### src/sv/aspect_fit_letterbox_rect_assert.svh
// assertion macros shared by the letterbox fit pipeline modules
// expects i_clk and i_rst_n in the scope of the module that includes it
`ifndef ASPECT_FIT_LETTERBOX_RECT_ASSERT_SVH
`define ASPECT_FIT_LETTERBOX_RECT_ASSERT_SVH

// consequent must hold in the same cycle as the antecedent
`define AFL_ASSERT_NOW(lbl, ante, cons) \
    lbl: assert property (@(posedge i_clk) disable iff (!i_rst_n) (ante) |-> (cons)) \
        else $error("afl: same-cycle check failed");

// consequent must hold in the cycle after the antecedent
`define AFL_ASSERT_NEXT(lbl, ante, cons) \
    lbl: assert property (@(posedge i_clk) disable iff (!i_rst_n) (ante) |=> (cons)) \
        else $error("afl: next-cycle check failed");

`endif

### src/sv/afl_pkg.sv
// shared constants and types for the aspect fit letterbox pipeline
// no dependencies
`default_nettype none

package afl_pkg;

    localparam int AFL_DIM_BITS    = 16;
    localparam int AFL_FIELD_W     = 16;
    localparam int AFL_DIV_STEP    = 2;
    localparam int AFL_MATCH_SCALE = 100;
    localparam int AFL_OUT_W       = ((4 * AFL_FIELD_W + 1 + 7) / 8) * 8;

    typedef enum logic [1:0] {
        FIT_EMPTY,
        FIT_FULL,
        FIT_LETTER,
        FIT_PILLAR
    } t_fit_mode;

    typedef struct packed {
        t_fit_mode mode;
        logic      match;
    } t_fit_ctl;

endpackage

`default_nettype wire

### src/sv/aspect_fit_letterbox_rect.sv
// Centered aspect-preserving fit of a source size inside a window, one request per clock.
// Each request carries window and source sizes; the result is the letterboxed or pillarboxed
// rectangle (offset and size) plus a flag set when the two aspects agree within one percent.
// Three front stages form the cross products, classify the fit and evaluate the match flag,
// the pipelined restoring divider retires two quotient bits per stage, and three back stages
// round, clamp and center. A new request is taken every clock while the output is drained;
// under output backpressure empty stages keep filling until the pipeline is full, and
// s_axis_tready follows m_axis_tready combinationally through the valid chain. There is no
// state between requests.
// depends on afl_pkg, afl_front, afl_div, afl_back
`default_nettype none

module aspect_fit_letterbox_rect #(
    parameter int DIM_BITS = afl_pkg::AFL_DIM_BITS
) (
    input  logic                                     i_clk,
    input  logic                                     i_rst_n,
    input  logic                                     i_s_axis_tvalid,
    output logic                                     o_s_axis_tready,
    // window_width, window_height, source_width, source_height, zero pad
    input  logic [((4*DIM_BITS+7)/8)*8-1:0]          i_s_axis_tdata,
    output logic                                     o_m_axis_tvalid,
    input  logic                                     i_m_axis_tready,
    // rect_x, rect_y, rect_width, rect_height, aspect_match, zero pad
    output logic [afl_pkg::AFL_OUT_W-1:0]            o_m_axis_tdata
);
    import afl_pkg::*;

    logic                       w_f_valid, w_f_ready;
    logic [2*DIM_BITS-1:0]      w_f_num;
    logic [DIM_BITS-1:0]        w_f_den, w_f_ww, w_f_wh;
    t_fit_ctl                   w_f_ctl;

    logic                       w_d_valid, w_d_ready;
    logic [DIM_BITS-1:0]        w_d_quo, w_d_rem, w_d_den, w_d_ww, w_d_wh;
    t_fit_ctl                   w_d_ctl;

    logic [AFL_FIELD_W-1:0]     w_x, w_y, w_w, w_h;
    logic                       w_match;

    afl_front #(
        .DIM_BITS (DIM_BITS)
    ) u_front (
        .i_clk   (i_clk),
        .i_rst_n (i_rst_n),
        .i_valid (i_s_axis_tvalid),
        .o_ready (o_s_axis_tready),
        .i_ww    (i_s_axis_tdata[DIM_BITS-1:0]),
        .i_wh    (i_s_axis_tdata[2*DIM_BITS-1 -: DIM_BITS]),
        .i_sw    (i_s_axis_tdata[3*DIM_BITS-1 -: DIM_BITS]),
        .i_sh    (i_s_axis_tdata[4*DIM_BITS-1 -: DIM_BITS]),
        .o_valid (w_f_valid),
        .i_ready (w_f_ready),
        .o_num   (w_f_num),
        .o_den   (w_f_den),
        .o_ww    (w_f_ww),
        .o_wh    (w_f_wh),
        .o_ctl   (w_f_ctl)
    );

    afl_div #(
        .DIM_BITS (DIM_BITS)
    ) u_div (
        .i_clk   (i_clk),
        .i_rst_n (i_rst_n),
        .i_valid (w_f_valid),
        .o_ready (w_f_ready),
        .i_num   (w_f_num),
        .i_den   (w_f_den),
        .i_ww    (w_f_ww),
        .i_wh    (w_f_wh),
        .i_ctl   (w_f_ctl),
        .o_valid (w_d_valid),
        .i_ready (w_d_ready),
        .o_quo   (w_d_quo),
        .o_rem   (w_d_rem),
        .o_den   (w_d_den),
        .o_ww    (w_d_ww),
        .o_wh    (w_d_wh),
        .o_ctl   (w_d_ctl)
    );

    afl_back #(
        .DIM_BITS (DIM_BITS)
    ) u_back (
        .i_clk   (i_clk),
        .i_rst_n (i_rst_n),
        .i_valid (w_d_valid),
        .o_ready (w_d_ready),
        .i_quo   (w_d_quo),
        .i_rem   (w_d_rem),
        .i_den   (w_d_den),
        .i_ww    (w_d_ww),
        .i_wh    (w_d_wh),
        .i_ctl   (w_d_ctl),
        .o_valid (o_m_axis_tvalid),
        .i_ready (i_m_axis_tready),
        .o_x     (w_x),
        .o_y     (w_y),
        .o_w     (w_w),
        .o_h     (w_h),
        .o_match (w_match)
    );

    assign o_m_axis_tdata = AFL_OUT_W'({w_match, w_h, w_w, w_y, w_x});

endmodule

`default_nettype wire

### src/sv/afl_front.sv
// front stages: cross products, fit classification, divide operands, match flag
// depends on afl_pkg
`default_nettype none
`include "aspect_fit_letterbox_rect_assert.svh"

module afl_front #(
    parameter int DIM_BITS = afl_pkg::AFL_DIM_BITS
) (
    input  logic                      i_clk,
    input  logic                      i_rst_n,
    input  logic                      i_valid,
    output logic                      o_ready,
    input  logic [DIM_BITS-1:0]       i_ww,
    input  logic [DIM_BITS-1:0]       i_wh,
    input  logic [DIM_BITS-1:0]       i_sw,
    input  logic [DIM_BITS-1:0]       i_sh,
    output logic                      o_valid,
    input  logic                      i_ready,
    output logic [2*DIM_BITS-1:0]     o_num,
    output logic [DIM_BITS-1:0]       o_den,
    output logic [DIM_BITS-1:0]       o_ww,
    output logic [DIM_BITS-1:0]       o_wh,
    output afl_pkg::t_fit_ctl         o_ctl
);
    import afl_pkg::*;

    localparam int PW = 2 * DIM_BITS;
    localparam int SW = PW + 7;

    logic                 w_rdy_1, w_rdy_2, w_rdy_3;

    logic                 r_1_v;
    logic [DIM_BITS-1:0]  r_1_ww, r_1_wh, r_1_sw, r_1_sh;
    logic [PW-1:0]        r_1_a, r_1_b;
    logic [PW-1:0]        n_1_a, n_1_b;

    logic                 r_2_v;
    t_fit_mode            r_2_mode, n_2_mode;
    logic [PW-1:0]        r_2_num, n_2_num;
    logic [DIM_BITS-1:0]  r_2_den, n_2_den;
    logic [DIM_BITS-1:0]  r_2_ww, r_2_wh;
    logic [PW-1:0]        r_2_diff, n_2_diff;
    logic [PW-1:0]        r_2_big, n_2_big;
    logic                 r_2_nz, n_2_nz;

    logic                 r_3_v;
    t_fit_ctl             r_3_ctl, n_3_ctl;
    logic [PW-1:0]        r_3_num;
    logic [DIM_BITS-1:0]  r_3_den, r_3_ww, r_3_wh;

    logic                 w_win_empty, w_src_empty, w_a_gt;

    assign w_rdy_3 = !r_3_v || i_ready;
    assign w_rdy_2 = !r_2_v || w_rdy_3;
    assign w_rdy_1 = !r_1_v || w_rdy_2;
    assign o_ready = w_rdy_1;

    // stage 1: cross products
    assign n_1_a = PW'(i_ww) * PW'(i_sh);
    assign n_1_b = PW'(i_sw) * PW'(i_wh);

    always_ff @(posedge i_clk) begin
        if (!i_rst_n) begin
            r_1_v <= 1'b0;
        end else if (w_rdy_1) begin
            r_1_v <= i_valid;
        end
    end

    always_ff @(posedge i_clk) begin
        if (w_rdy_1 && i_valid) begin
            r_1_ww <= i_ww;
            r_1_wh <= i_wh;
            r_1_sw <= i_sw;
            r_1_sh <= i_sh;
            r_1_a  <= n_1_a;
            r_1_b  <= n_1_b;
        end
    end

    // stage 2: classify and pick the divide operands
    assign w_win_empty = (r_1_ww == '0) || (r_1_wh == '0);
    assign w_src_empty = (r_1_sw == '0) || (r_1_sh == '0);
    assign w_a_gt      = r_1_a > r_1_b;

    always_comb begin
        if (w_win_empty) begin
            n_2_mode = FIT_EMPTY;
        end else if (w_src_empty || (r_1_a == r_1_b)) begin
            n_2_mode = FIT_FULL;
        end else if (!w_a_gt) begin
            n_2_mode = FIT_LETTER;
        end else begin
            n_2_mode = FIT_PILLAR;
        end

        n_2_num = r_1_b;
        n_2_den = DIM_BITS'(1);
        if (n_2_mode == FIT_LETTER) begin
            n_2_num = r_1_a;
            n_2_den = r_1_sw;
        end else if (n_2_mode == FIT_PILLAR) begin
            n_2_den = r_1_sh;
        end

        n_2_diff = w_a_gt ? (r_1_a - r_1_b) : (r_1_b - r_1_a);
        n_2_big  = w_a_gt ? r_1_a : r_1_b;
        n_2_nz   = !w_win_empty && !w_src_empty;
    end

    always_ff @(posedge i_clk) begin
        if (!i_rst_n) begin
            r_2_v <= 1'b0;
        end else if (w_rdy_2) begin
            r_2_v <= r_1_v;
        end
    end

    always_ff @(posedge i_clk) begin
        if (w_rdy_2 && r_1_v) begin
            r_2_mode <= n_2_mode;
            r_2_num  <= n_2_num;
            r_2_den  <= n_2_den;
            r_2_ww   <= r_1_ww;
            r_2_wh   <= r_1_wh;
            r_2_diff <= n_2_diff;
            r_2_big  <= n_2_big;
            r_2_nz   <= n_2_nz;
        end
    end

    // stage 3: within one percent means 100 * diff <= larger product
    always_comb begin
        n_3_ctl.mode  = r_2_mode;
        n_3_ctl.match = r_2_nz &&
                        ((SW'(r_2_diff) * SW'(AFL_MATCH_SCALE)) <= SW'(r_2_big));
    end

    always_ff @(posedge i_clk) begin
        if (!i_rst_n) begin
            r_3_v <= 1'b0;
        end else if (w_rdy_3) begin
            r_3_v <= r_2_v;
        end
    end

    always_ff @(posedge i_clk) begin
        if (w_rdy_3 && r_2_v) begin
            r_3_ctl <= n_3_ctl;
            r_3_num <= r_2_num;
            r_3_den <= r_2_den;
            r_3_ww  <= r_2_ww;
            r_3_wh  <= r_2_wh;
        end
    end

    assign o_valid = r_3_v;
    assign o_num   = r_3_num;
    assign o_den   = r_3_den;
    assign o_ww    = r_3_ww;
    assign o_wh    = r_3_wh;
    assign o_ctl   = r_3_ctl;

    `AFL_ASSERT_NOW(a_match_needs_window, r_3_v && r_3_ctl.match, r_3_ctl.mode != FIT_EMPTY)
    `AFL_ASSERT_NOW(a_den_nonzero, r_3_v, r_3_den != '0)

endmodule

`default_nettype wire

### src/sv/afl_div.sv
// pipelined restoring divider, a fixed number of quotient bits per stage
// depends on afl_pkg; carries window size and fit control alongside
`default_nettype none
`include "aspect_fit_letterbox_rect_assert.svh"

module afl_div #(
    parameter int DIM_BITS = afl_pkg::AFL_DIM_BITS
) (
    input  logic                      i_clk,
    input  logic                      i_rst_n,
    input  logic                      i_valid,
    output logic                      o_ready,
    input  logic [2*DIM_BITS-1:0]     i_num,
    input  logic [DIM_BITS-1:0]       i_den,
    input  logic [DIM_BITS-1:0]       i_ww,
    input  logic [DIM_BITS-1:0]       i_wh,
    input  afl_pkg::t_fit_ctl         i_ctl,
    output logic                      o_valid,
    input  logic                      i_ready,
    output logic [DIM_BITS-1:0]       o_quo,
    output logic [DIM_BITS-1:0]       o_rem,
    output logic [DIM_BITS-1:0]       o_den,
    output logic [DIM_BITS-1:0]       o_ww,
    output logic [DIM_BITS-1:0]       o_wh,
    output afl_pkg::t_fit_ctl         o_ctl
);
    import afl_pkg::*;

    localparam int NSTG = (DIM_BITS + AFL_DIV_STEP - 1) / AFL_DIV_STEP;
    localparam int QB   = NSTG * AFL_DIV_STEP;
    localparam int PW   = DIM_BITS + QB;

    logic [PW-1:0]        w_pad;
    logic [NSTG:0]        w_rdy;
    logic [NSTG-1:0]      w_v_in;
    logic [DIM_BITS-1:0]  w_rem_in [NSTG];
    logic [QB-1:0]        w_ql_in  [NSTG];
    logic [DIM_BITS-1:0]  w_den_in [NSTG];
    logic [DIM_BITS-1:0]  w_ww_in  [NSTG];
    logic [DIM_BITS-1:0]  w_wh_in  [NSTG];
    t_fit_ctl             w_ctl_in [NSTG];

    logic [DIM_BITS-1:0]  n_rem [NSTG];
    logic [QB-1:0]        n_ql  [NSTG];

    logic [NSTG-1:0]      r_v;
    logic [DIM_BITS-1:0]  r_rem [NSTG];
    // low dividend bits shift out the top while quotient bits shift in below
    logic [QB-1:0]        r_ql  [NSTG];
    logic [DIM_BITS-1:0]  r_den [NSTG];
    logic [DIM_BITS-1:0]  r_ww  [NSTG];
    logic [DIM_BITS-1:0]  r_wh  [NSTG];
    t_fit_ctl             r_ctl [NSTG];

    assign w_pad       = PW'(i_num);
    assign w_rdy[NSTG] = i_ready;
    assign o_ready     = w_rdy[0];

    for (genvar g = 0; g < NSTG; g++) begin : g_stg
        if (g == 0) begin : g_first
            assign w_v_in[g]   = i_valid;
            assign w_rem_in[g] = w_pad[PW-1:QB];
            assign w_ql_in[g]  = w_pad[QB-1:0];
            assign w_den_in[g] = i_den;
            assign w_ww_in[g]  = i_ww;
            assign w_wh_in[g]  = i_wh;
            assign w_ctl_in[g] = i_ctl;
        end else begin : g_next
            assign w_v_in[g]   = r_v[g-1];
            assign w_rem_in[g] = r_rem[g-1];
            assign w_ql_in[g]  = r_ql[g-1];
            assign w_den_in[g] = r_den[g-1];
            assign w_ww_in[g]  = r_ww[g-1];
            assign w_wh_in[g]  = r_wh[g-1];
            assign w_ctl_in[g] = r_ctl[g-1];
        end

        assign w_rdy[g] = !r_v[g] || w_rdy[g+1];

        always_comb begin : p_step
            logic [DIM_BITS:0]   v_t;
            logic [DIM_BITS-1:0] v_rem;
            logic [QB-1:0]       v_ql;
            v_rem = w_rem_in[g];
            v_ql  = w_ql_in[g];
            v_t   = '0;
            for (int j = 0; j < AFL_DIV_STEP; j++) begin
                v_t  = {v_rem, v_ql[QB-1]};
                v_ql = {v_ql[QB-2:0], 1'b0};
                if (v_t >= {1'b0, w_den_in[g]}) begin
                    v_t     = v_t - {1'b0, w_den_in[g]};
                    v_ql[0] = 1'b1;
                end
                v_rem = v_t[DIM_BITS-1:0];
            end
            n_rem[g] = v_rem;
            n_ql[g]  = v_ql;
        end

        always_ff @(posedge i_clk) begin
            if (!i_rst_n) begin
                r_v[g] <= 1'b0;
            end else if (w_rdy[g]) begin
                r_v[g] <= w_v_in[g];
            end
        end

        always_ff @(posedge i_clk) begin
            if (w_rdy[g] && w_v_in[g]) begin
                r_rem[g] <= n_rem[g];
                r_ql[g]  <= n_ql[g];
                r_den[g] <= w_den_in[g];
                r_ww[g]  <= w_ww_in[g];
                r_wh[g]  <= w_wh_in[g];
                r_ctl[g] <= w_ctl_in[g];
            end
        end
    end

    // quotient is below the clamp limit in the fit modes, so it fits DIM_BITS
    assign o_valid = r_v[NSTG-1];
    assign o_quo   = r_ql[NSTG-1][DIM_BITS-1:0];
    assign o_rem   = r_rem[NSTG-1];
    assign o_den   = r_den[NSTG-1];
    assign o_ww    = r_ww[NSTG-1];
    assign o_wh    = r_wh[NSTG-1];
    assign o_ctl   = r_ctl[NSTG-1];

    `AFL_ASSERT_NOW(a_rem_start_bound, i_valid && (i_ctl.mode == FIT_LETTER || i_ctl.mode == FIT_PILLAR), w_rem_in[0] < i_den)
    `AFL_ASSERT_NOW(a_letter_quo_bound, o_valid && (o_ctl.mode == FIT_LETTER), r_ql[NSTG-1] < QB'(o_wh))
    `AFL_ASSERT_NOW(a_pillar_quo_bound, o_valid && (o_ctl.mode == FIT_PILLAR), r_ql[NSTG-1] < QB'(o_ww))

endmodule

`default_nettype wire

### src/sv/afl_back.sv
// back stages: half-up rounding, clamp to the window, centering offset
// depends on afl_pkg; the last stage is the output register
`default_nettype none
`include "aspect_fit_letterbox_rect_assert.svh"

module afl_back #(
    parameter int DIM_BITS = afl_pkg::AFL_DIM_BITS
) (
    input  logic                            i_clk,
    input  logic                            i_rst_n,
    input  logic                            i_valid,
    output logic                            o_ready,
    input  logic [DIM_BITS-1:0]             i_quo,
    input  logic [DIM_BITS-1:0]             i_rem,
    input  logic [DIM_BITS-1:0]             i_den,
    input  logic [DIM_BITS-1:0]             i_ww,
    input  logic [DIM_BITS-1:0]             i_wh,
    input  afl_pkg::t_fit_ctl               i_ctl,
    output logic                            o_valid,
    input  logic                            i_ready,
    output logic [afl_pkg::AFL_FIELD_W-1:0] o_x,
    output logic [afl_pkg::AFL_FIELD_W-1:0] o_y,
    output logic [afl_pkg::AFL_FIELD_W-1:0] o_w,
    output logic [afl_pkg::AFL_FIELD_W-1:0] o_h,
    output logic                            o_match
);
    import afl_pkg::*;

    logic                     w_rdy_1, w_rdy_2, w_rdy_3;
    logic [DIM_BITS:0]        w_den_p1;
    logic [DIM_BITS-1:0]      w_half, w_limit;

    logic                     r_1_v;
    logic [DIM_BITS-1:0]      r_1_rnd, n_1_rnd;
    logic [DIM_BITS-1:0]      r_1_ww, r_1_wh;
    t_fit_ctl                 r_1_ctl;

    logic                     r_2_v;
    logic [DIM_BITS-1:0]      r_2_fit, n_2_fit;
    logic [DIM_BITS-1:0]      r_2_ww, r_2_wh;
    t_fit_ctl                 r_2_ctl;

    logic                     r_3_v;
    logic [AFL_FIELD_W-1:0]   r_3_x, r_3_y, r_3_w, r_3_h;
    logic [AFL_FIELD_W-1:0]   n_3_x, n_3_y, n_3_w, n_3_h;
    logic                     r_3_match;

    assign w_rdy_3 = !r_3_v || i_ready;
    assign w_rdy_2 = !r_2_v || w_rdy_3;
    assign w_rdy_1 = !r_1_v || w_rdy_2;
    assign o_ready = w_rdy_1;

    // stage 1: round half up, the remainder is compared with ceil(den / 2)
    assign w_den_p1 = {1'b0, i_den} + (DIM_BITS+1)'(1);
    assign w_half   = w_den_p1[DIM_BITS:1];
    assign n_1_rnd  = i_quo + DIM_BITS'(i_rem >= w_half);

    always_ff @(posedge i_clk) begin
        if (!i_rst_n) begin
            r_1_v <= 1'b0;
        end else if (w_rdy_1) begin
            r_1_v <= i_valid;
        end
    end

    always_ff @(posedge i_clk) begin
        if (w_rdy_1 && i_valid) begin
            r_1_rnd <= n_1_rnd;
            r_1_ww  <= i_ww;
            r_1_wh  <= i_wh;
            r_1_ctl <= i_ctl;
        end
    end

    // stage 2: clamp to between 1 and the window size on the fitted axis
    assign w_limit = (r_1_ctl.mode == FIT_LETTER) ? r_1_wh : r_1_ww;

    always_comb begin
        if (r_1_rnd == '0) begin
            n_2_fit = DIM_BITS'(1);
        end else if (r_1_rnd > w_limit) begin
            n_2_fit = w_limit;
        end else begin
            n_2_fit = r_1_rnd;
        end
    end

    always_ff @(posedge i_clk) begin
        if (!i_rst_n) begin
            r_2_v <= 1'b0;
        end else if (w_rdy_2) begin
            r_2_v <= r_1_v;
        end
    end

    always_ff @(posedge i_clk) begin
        if (w_rdy_2 && r_1_v) begin
            r_2_fit <= n_2_fit;
            r_2_ww  <= r_1_ww;
            r_2_wh  <= r_1_wh;
            r_2_ctl <= r_1_ctl;
        end
    end

    // stage 3: place the rectangle, centered with the spare pixels halved
    always_comb begin
        n_3_x = '0;
        n_3_y = '0;
        n_3_w = '0;
        n_3_h = '0;
        case (r_2_ctl.mode)
            FIT_FULL: begin
                n_3_w = AFL_FIELD_W'(r_2_ww);
                n_3_h = AFL_FIELD_W'(r_2_wh);
            end
            FIT_LETTER: begin
                n_3_w = AFL_FIELD_W'(r_2_ww);
                n_3_h = AFL_FIELD_W'(r_2_fit);
                n_3_y = AFL_FIELD_W'((r_2_wh - r_2_fit) >> 1);
            end
            FIT_PILLAR: begin
                n_3_w = AFL_FIELD_W'(r_2_fit);
                n_3_h = AFL_FIELD_W'(r_2_wh);
                n_3_x = AFL_FIELD_W'((r_2_ww - r_2_fit) >> 1);
            end
            default: begin
            end
        endcase
    end

    always_ff @(posedge i_clk) begin
        if (!i_rst_n) begin
            r_3_v <= 1'b0;
        end else if (w_rdy_3) begin
            r_3_v <= r_2_v;
        end
    end

    always_ff @(posedge i_clk) begin
        if (w_rdy_3 && r_2_v) begin
            r_3_x     <= n_3_x;
            r_3_y     <= n_3_y;
            r_3_w     <= n_3_w;
            r_3_h     <= n_3_h;
            r_3_match <= r_2_ctl.match;
        end
    end

    assign o_valid = r_3_v;
    assign o_x     = r_3_x;
    assign o_y     = r_3_y;
    assign o_w     = r_3_w;
    assign o_h     = r_3_h;
    assign o_match = r_3_match;

    `AFL_ASSERT_NOW(a_fit_nonzero, r_2_v && (r_2_ctl.mode == FIT_LETTER || r_2_ctl.mode == FIT_PILLAR), r_2_fit != '0)
    `AFL_ASSERT_NOW(a_one_axis_offset, r_3_v, r_3_x == '0 || r_3_y == '0)
    `AFL_ASSERT_NEXT(a_out_held, r_3_v && !i_ready, r_3_v)

endmodule

`default_nettype wire
### config.mk
export PLATFORM = sky130hd
export DESIGN_NAME = aspect_fit_letterbox_rect
export DESIGN_NICKNAME = d
export VERILOG_FILES = /design/src/sv/afl_pkg.sv /design/src/sv/aspect_fit_letterbox_rect.sv /design/src/sv/afl_front.sv /design/src/sv/afl_div.sv /design/src/sv/afl_back.sv
export VERILOG_INCLUDE_DIRS = /design/src /design/src/sv
export SDC_FILE = /design/constraint.sdc
export NUM_CORES = 2
export LEC_CHECK = 0
export BUFFER_PORTS_ARGS = -buffer_cell sky130_fd_sc_hd__buf_2
export CELL_PAD_IN_SITES_DETAIL_PLACEMENT = 1
export CELL_PAD_IN_SITES_GLOBAL_PLACEMENT = 2
export CORE_ASPECT_RATIO = 0.7
export CORE_MARGIN = 4
export CORE_UTILIZATION = 32
export CTS_BUF_LIST = sky130_fd_sc_hd__clkbuf_4 sky130_fd_sc_hd__clkbuf_8 sky130_fd_sc_hd__clkbuf_16
export CTS_CLUSTER_DIAMETER = 60
export DETAILED_ROUTE_END_ITERATION = 12
export HOLD_SLACK_MARGIN = 0.12
export PLACE_DENSITY_LB_ADDON = 0.1
export SLEW_MARGIN = 20
export SYNTH_ARGS = -nofsm -noshare
export SYNTH_HDL_FRONTEND = slang
export SYNTH_HIERARCHICAL = 1
export SYNTH_SLANG_ARGS = --single-unit
export TNS_END_PERCENT = 1
### constraint.sdc
create_clock -name i_clk -period 27.7 [get_ports i_clk]
set_clock_uncertainty 0.1 [all_clocks]
set_input_delay 2.77 -clock i_clk [delete_from_list [all_inputs] [get_ports i_clk]]
set_output_delay 2.77 -clock i_clk [all_outputs]
set_load 0.01 [all_outputs]
==> results.toml <==
[status]
status = "finished clean"

[floorplanning]
die_area_um2 = 260000
die_height_um = 428
die_w_um = 607
fp-row-count = 153
ios = 142
coreArea_um2 = 249000
initial_core_util_pct = 32.3

[layout]
layout-drive-gt1-share_pct = 9.62
instances_no_fill = 10600
final_nets = 8335
area_delta_synth_final_pct = 11.1
fillers = 27100
stdcell_area_um2 = 89500

[pwr]
power.density_nw_per_um2 = 116
ir_drop_v = 0.000109
leakage_uw = 0.0367

[placed_design]
place_congestion = 0.814
hpwl_um = 178000
place_inst = 10300
pre_cts_ws_ns = 18.19
placed_area_um2 = 84400
portBuffers = 132

[worst_hold_path]
hp-class = "reg -> reg"
min_from = "u_div/r_ww[0][16]$_DFFE_PP_"
hold_depth = 0
min_to = "u_div/r_ww[0][32]$_DFFE_PP_"

[global_routing]
grt.overflow.total = 0
antenna_found_initial = 11
grt_pass1_vias = 54100
grt_max_degree = 129
grtUsageTotal_pct = 17.3
grt_pass1_wl_um = 347000

[setup_path]
crit_slowest_cell = "nor2b_1"
cpPeakStageDelay_ns = 0.63
reg2reg_depth = 22
setup.worst_path.class = "in -> out"
cp.required_ns = 24.83
cp-end-kind = "output pin"
reg2reg_slack_ns = 19.86
cp.arrival_ns = 6.38
crit_fanout = 6
r2r_end = "u_front/o_ctl[0]$_DFFE_PP_"
r2r_start = "u_front/r_2_diff[3]$_DFFE_PP_"
path_cells = "buf_2, nor2b_1, nand3_1, nor2b_1, and2_1, and3_1, nand3_1, nor2_1, nand2_1, nor2b_1, nand3_1, buf_2"
cp-start-kind = "primary input"

[synthesis]
syn_area_um2 = 80500
synthArstFlopShare_pct = 0
yosys_warnings = 6
avgSynthCellArea_um2 = 11.5
ys.flop_type = "edfxtp_1"
ys_ff_latch = 1201
synth-seq-area-share_pct = 44.6
synth_cell_types = 111
synthCells = 7027
synth-edff-count = 1187

[clock_tree]
clkSinkCount = 1201
cts-htree-levels = 4
ctsLongestPathBuffers = 4
cts_resized = 0
cts_tree = "yes"
cts_setup_buffers = 0
cts_root_buf = "clkbuf_16"
clk_pin_slew_worst_paths_ns = 0.06
cts_buffers = 155
insertion_delay_ns = 0.82
holdBufCountCts = 0

[sta]
rsz0062_at_grt = "no"
slew_violations = 0
worst_slew_pin_slew_ns = 1.05
fin_crit_ns = 9.25
slew-limit-headroom_pct = 30.0
fmax_mhz = 108
fin_crit_sh_pct = 33.4
whs_ns = 0.267
hold_viol = 0
setup_tns_ns = 0
setup_slack_ns = 18.45
setup_violations = 0

[route]
drc = 0
routedWlPerCell_um = 21.4
avgViaCountPerCell = 4.89
wl_um = 226000
vias = 51600
ant_nets = 0
detail_route.iter0.violations = 2827
drt-pass1-iter-count = 5

[run]
max-cap-violations = 0
## per-stage QoR
step | power (uW) | utilization, %
5_1_grt | 11400 | 35.9
2_1_floorplan | 6660 | -
6_report | 10400 | 35.9
4_1_cts | 10600 | 35.9
3_3_place_gp | 8550 | 33.9
3_5_place_dp | 8560 | 33.9
## layout by cell type, fill, tap and decap left out, types with 157 or more instances in the layout
cell type  netlist  layout
a21oi_1        356     356
and2_1         258     257
clkbuf_16        0     157
edfxtp_1      1187    1187
fa_1           435     435
ha_1           725     725
inv_1          909     909
mux2_2         171     171
nand2_1        566     566
nor2_1         322     322
o21ai_0        264     264
xnor2_1        231     231
## layout make-up
cell class | instances | area (um^2) | share of cell area (%)
timing repair buffer | 171 | 966 | 1.08
antenna | 5 | 12.5 | 0.0140
multi-input combinational | 4665 | 40000 | 44.7
tap | 3332 | 4170 | 4.66
clock inverter | 98 | 921 | 1.03
clock buffer | 175 | 4060 | 4.54
inverter | 913 | 3430 | 3.83
sequential | 1201 | 35900 | 40.2
## flip-flops by register name (all words and copies together) (netlist names), 32 cells and up
| signal | flops |
|---|---|
| u_div/r_rem | 128 |
| u_div/r_wh | 128 |
| u_front/r_1_b | 32 |
| u_front/o_num | 32 |
| u_front/r_1_a | 32 |
| u_div/r_ql | 128 |
| u_div/r_ww | 128 |
| u_front/r_2_diff | 32 |
| u_div/r_den | 128 |
| u_front/r_2_big | 32 |
| u_front/r_2_num | 32 |
## power breakdown
group	switching, uW	total (uW)	leakage [uW]	internal [uW]
clock network	827	1960	0.00247	1140
logic	3660	6020	0.0232	2360
registers	119	2420	0.0110	2300
## cells in the mapped netlist, types with 32 or more instances
| library cell | count | area (um^2) |
|---|---|---|
| clkbuf_1 | 119 | 447 |
| o21ai_0 | 264 | 1320 |
| buf_4 | 98 | 736 |
| a21o_1 | 151 | 1130 |
| xor2_1 | 113 | 990 |
| ha_1 | 725 | 9070 |
| nor3_1 | 71 | 355 |
| and2_1 | 258 | 1610 |
| nand4_1 | 68 | 425 |
| nor2_1 | 322 | 1210 |
| nand2_1 | 566 | 2120 |
| mux2i_1 | 39 | 390 |
| nor2b_1 | 66 | 413 |
| xnor2_1 | 231 | 2020 |
| inv_1 | 909 | 3410 |
| a21oi_1 | 356 | 1780 |
| a211oi_1 | 42 | 315 |
| a31oi_1 | 43 | 269 |
| edfxtp_1 | 1187 | 35600 |
| nand2b_1 | 39 | 244 |
| o21a_1 | 87 | 653 |
| o21bai_1 | 57 | 428 |
| and3_1 | 44 | 275 |
| a22oi_1 | 34 | 255 |
| nand3_1 | 75 | 375 |
| fa_1 | 435 | 8710 |
| mux2_2 | 171 | 1930 |
| nor4_1 | 32 | 200 |
## how the worst max path moves through the flow
stage                                   end  slack [ns]               start  depth (start not counted)
5_1_grt                     o_s_axis_tready       18.01     i_m_axis_tready                         12
3_3_place_gp    u_front/r_1_b[30]$_DFFE_PP_       18.21  i_s_axis_tdata[36]                         20
4_1_cts                     o_s_axis_tready       18.43     i_m_axis_tready                         12
2_1_floorplan  u_front/r_2_big[0]$_DFFE_PP_       12.29     i_m_axis_tready                         11
3_5_place_dp    u_front/r_1_b[30]$_DFFE_PP_       18.19  i_s_axis_tdata[36]                         20
6_report                    o_s_axis_tready       18.45     i_m_axis_tready                         12
## kinds of logic after synthesis
kind of cell,Yosys count,synth area share (%)
adder cells (fa/ha/maj),1160,22.1
XOR/XNOR,344,3.74
other,2,0.00933
multiplexers,221,3.07
buffers and inverters,1168,6.00
AO/OA/AOI/OAI,1291,10.6
flip-flops,1201,44.6
AND/OR/NAND/NOR,1640,9.91
## per-layer routing
layer,up-vias,GRT usage [%],routed length (um)
met4,2,3.22,4000
met2,768,24.6,91600
met1,25900,27.7,122000
met3,224,2.38,8280
li1,24700,-,-
met5,-,0,20
## critical path: cells and delay by family
family	cells	cell delay [ns]
AND/OR/NAND/NOR	10	3.33
buffers and inverters	2	0.28
Note: power is estimated with default switching activity, not from simulation.
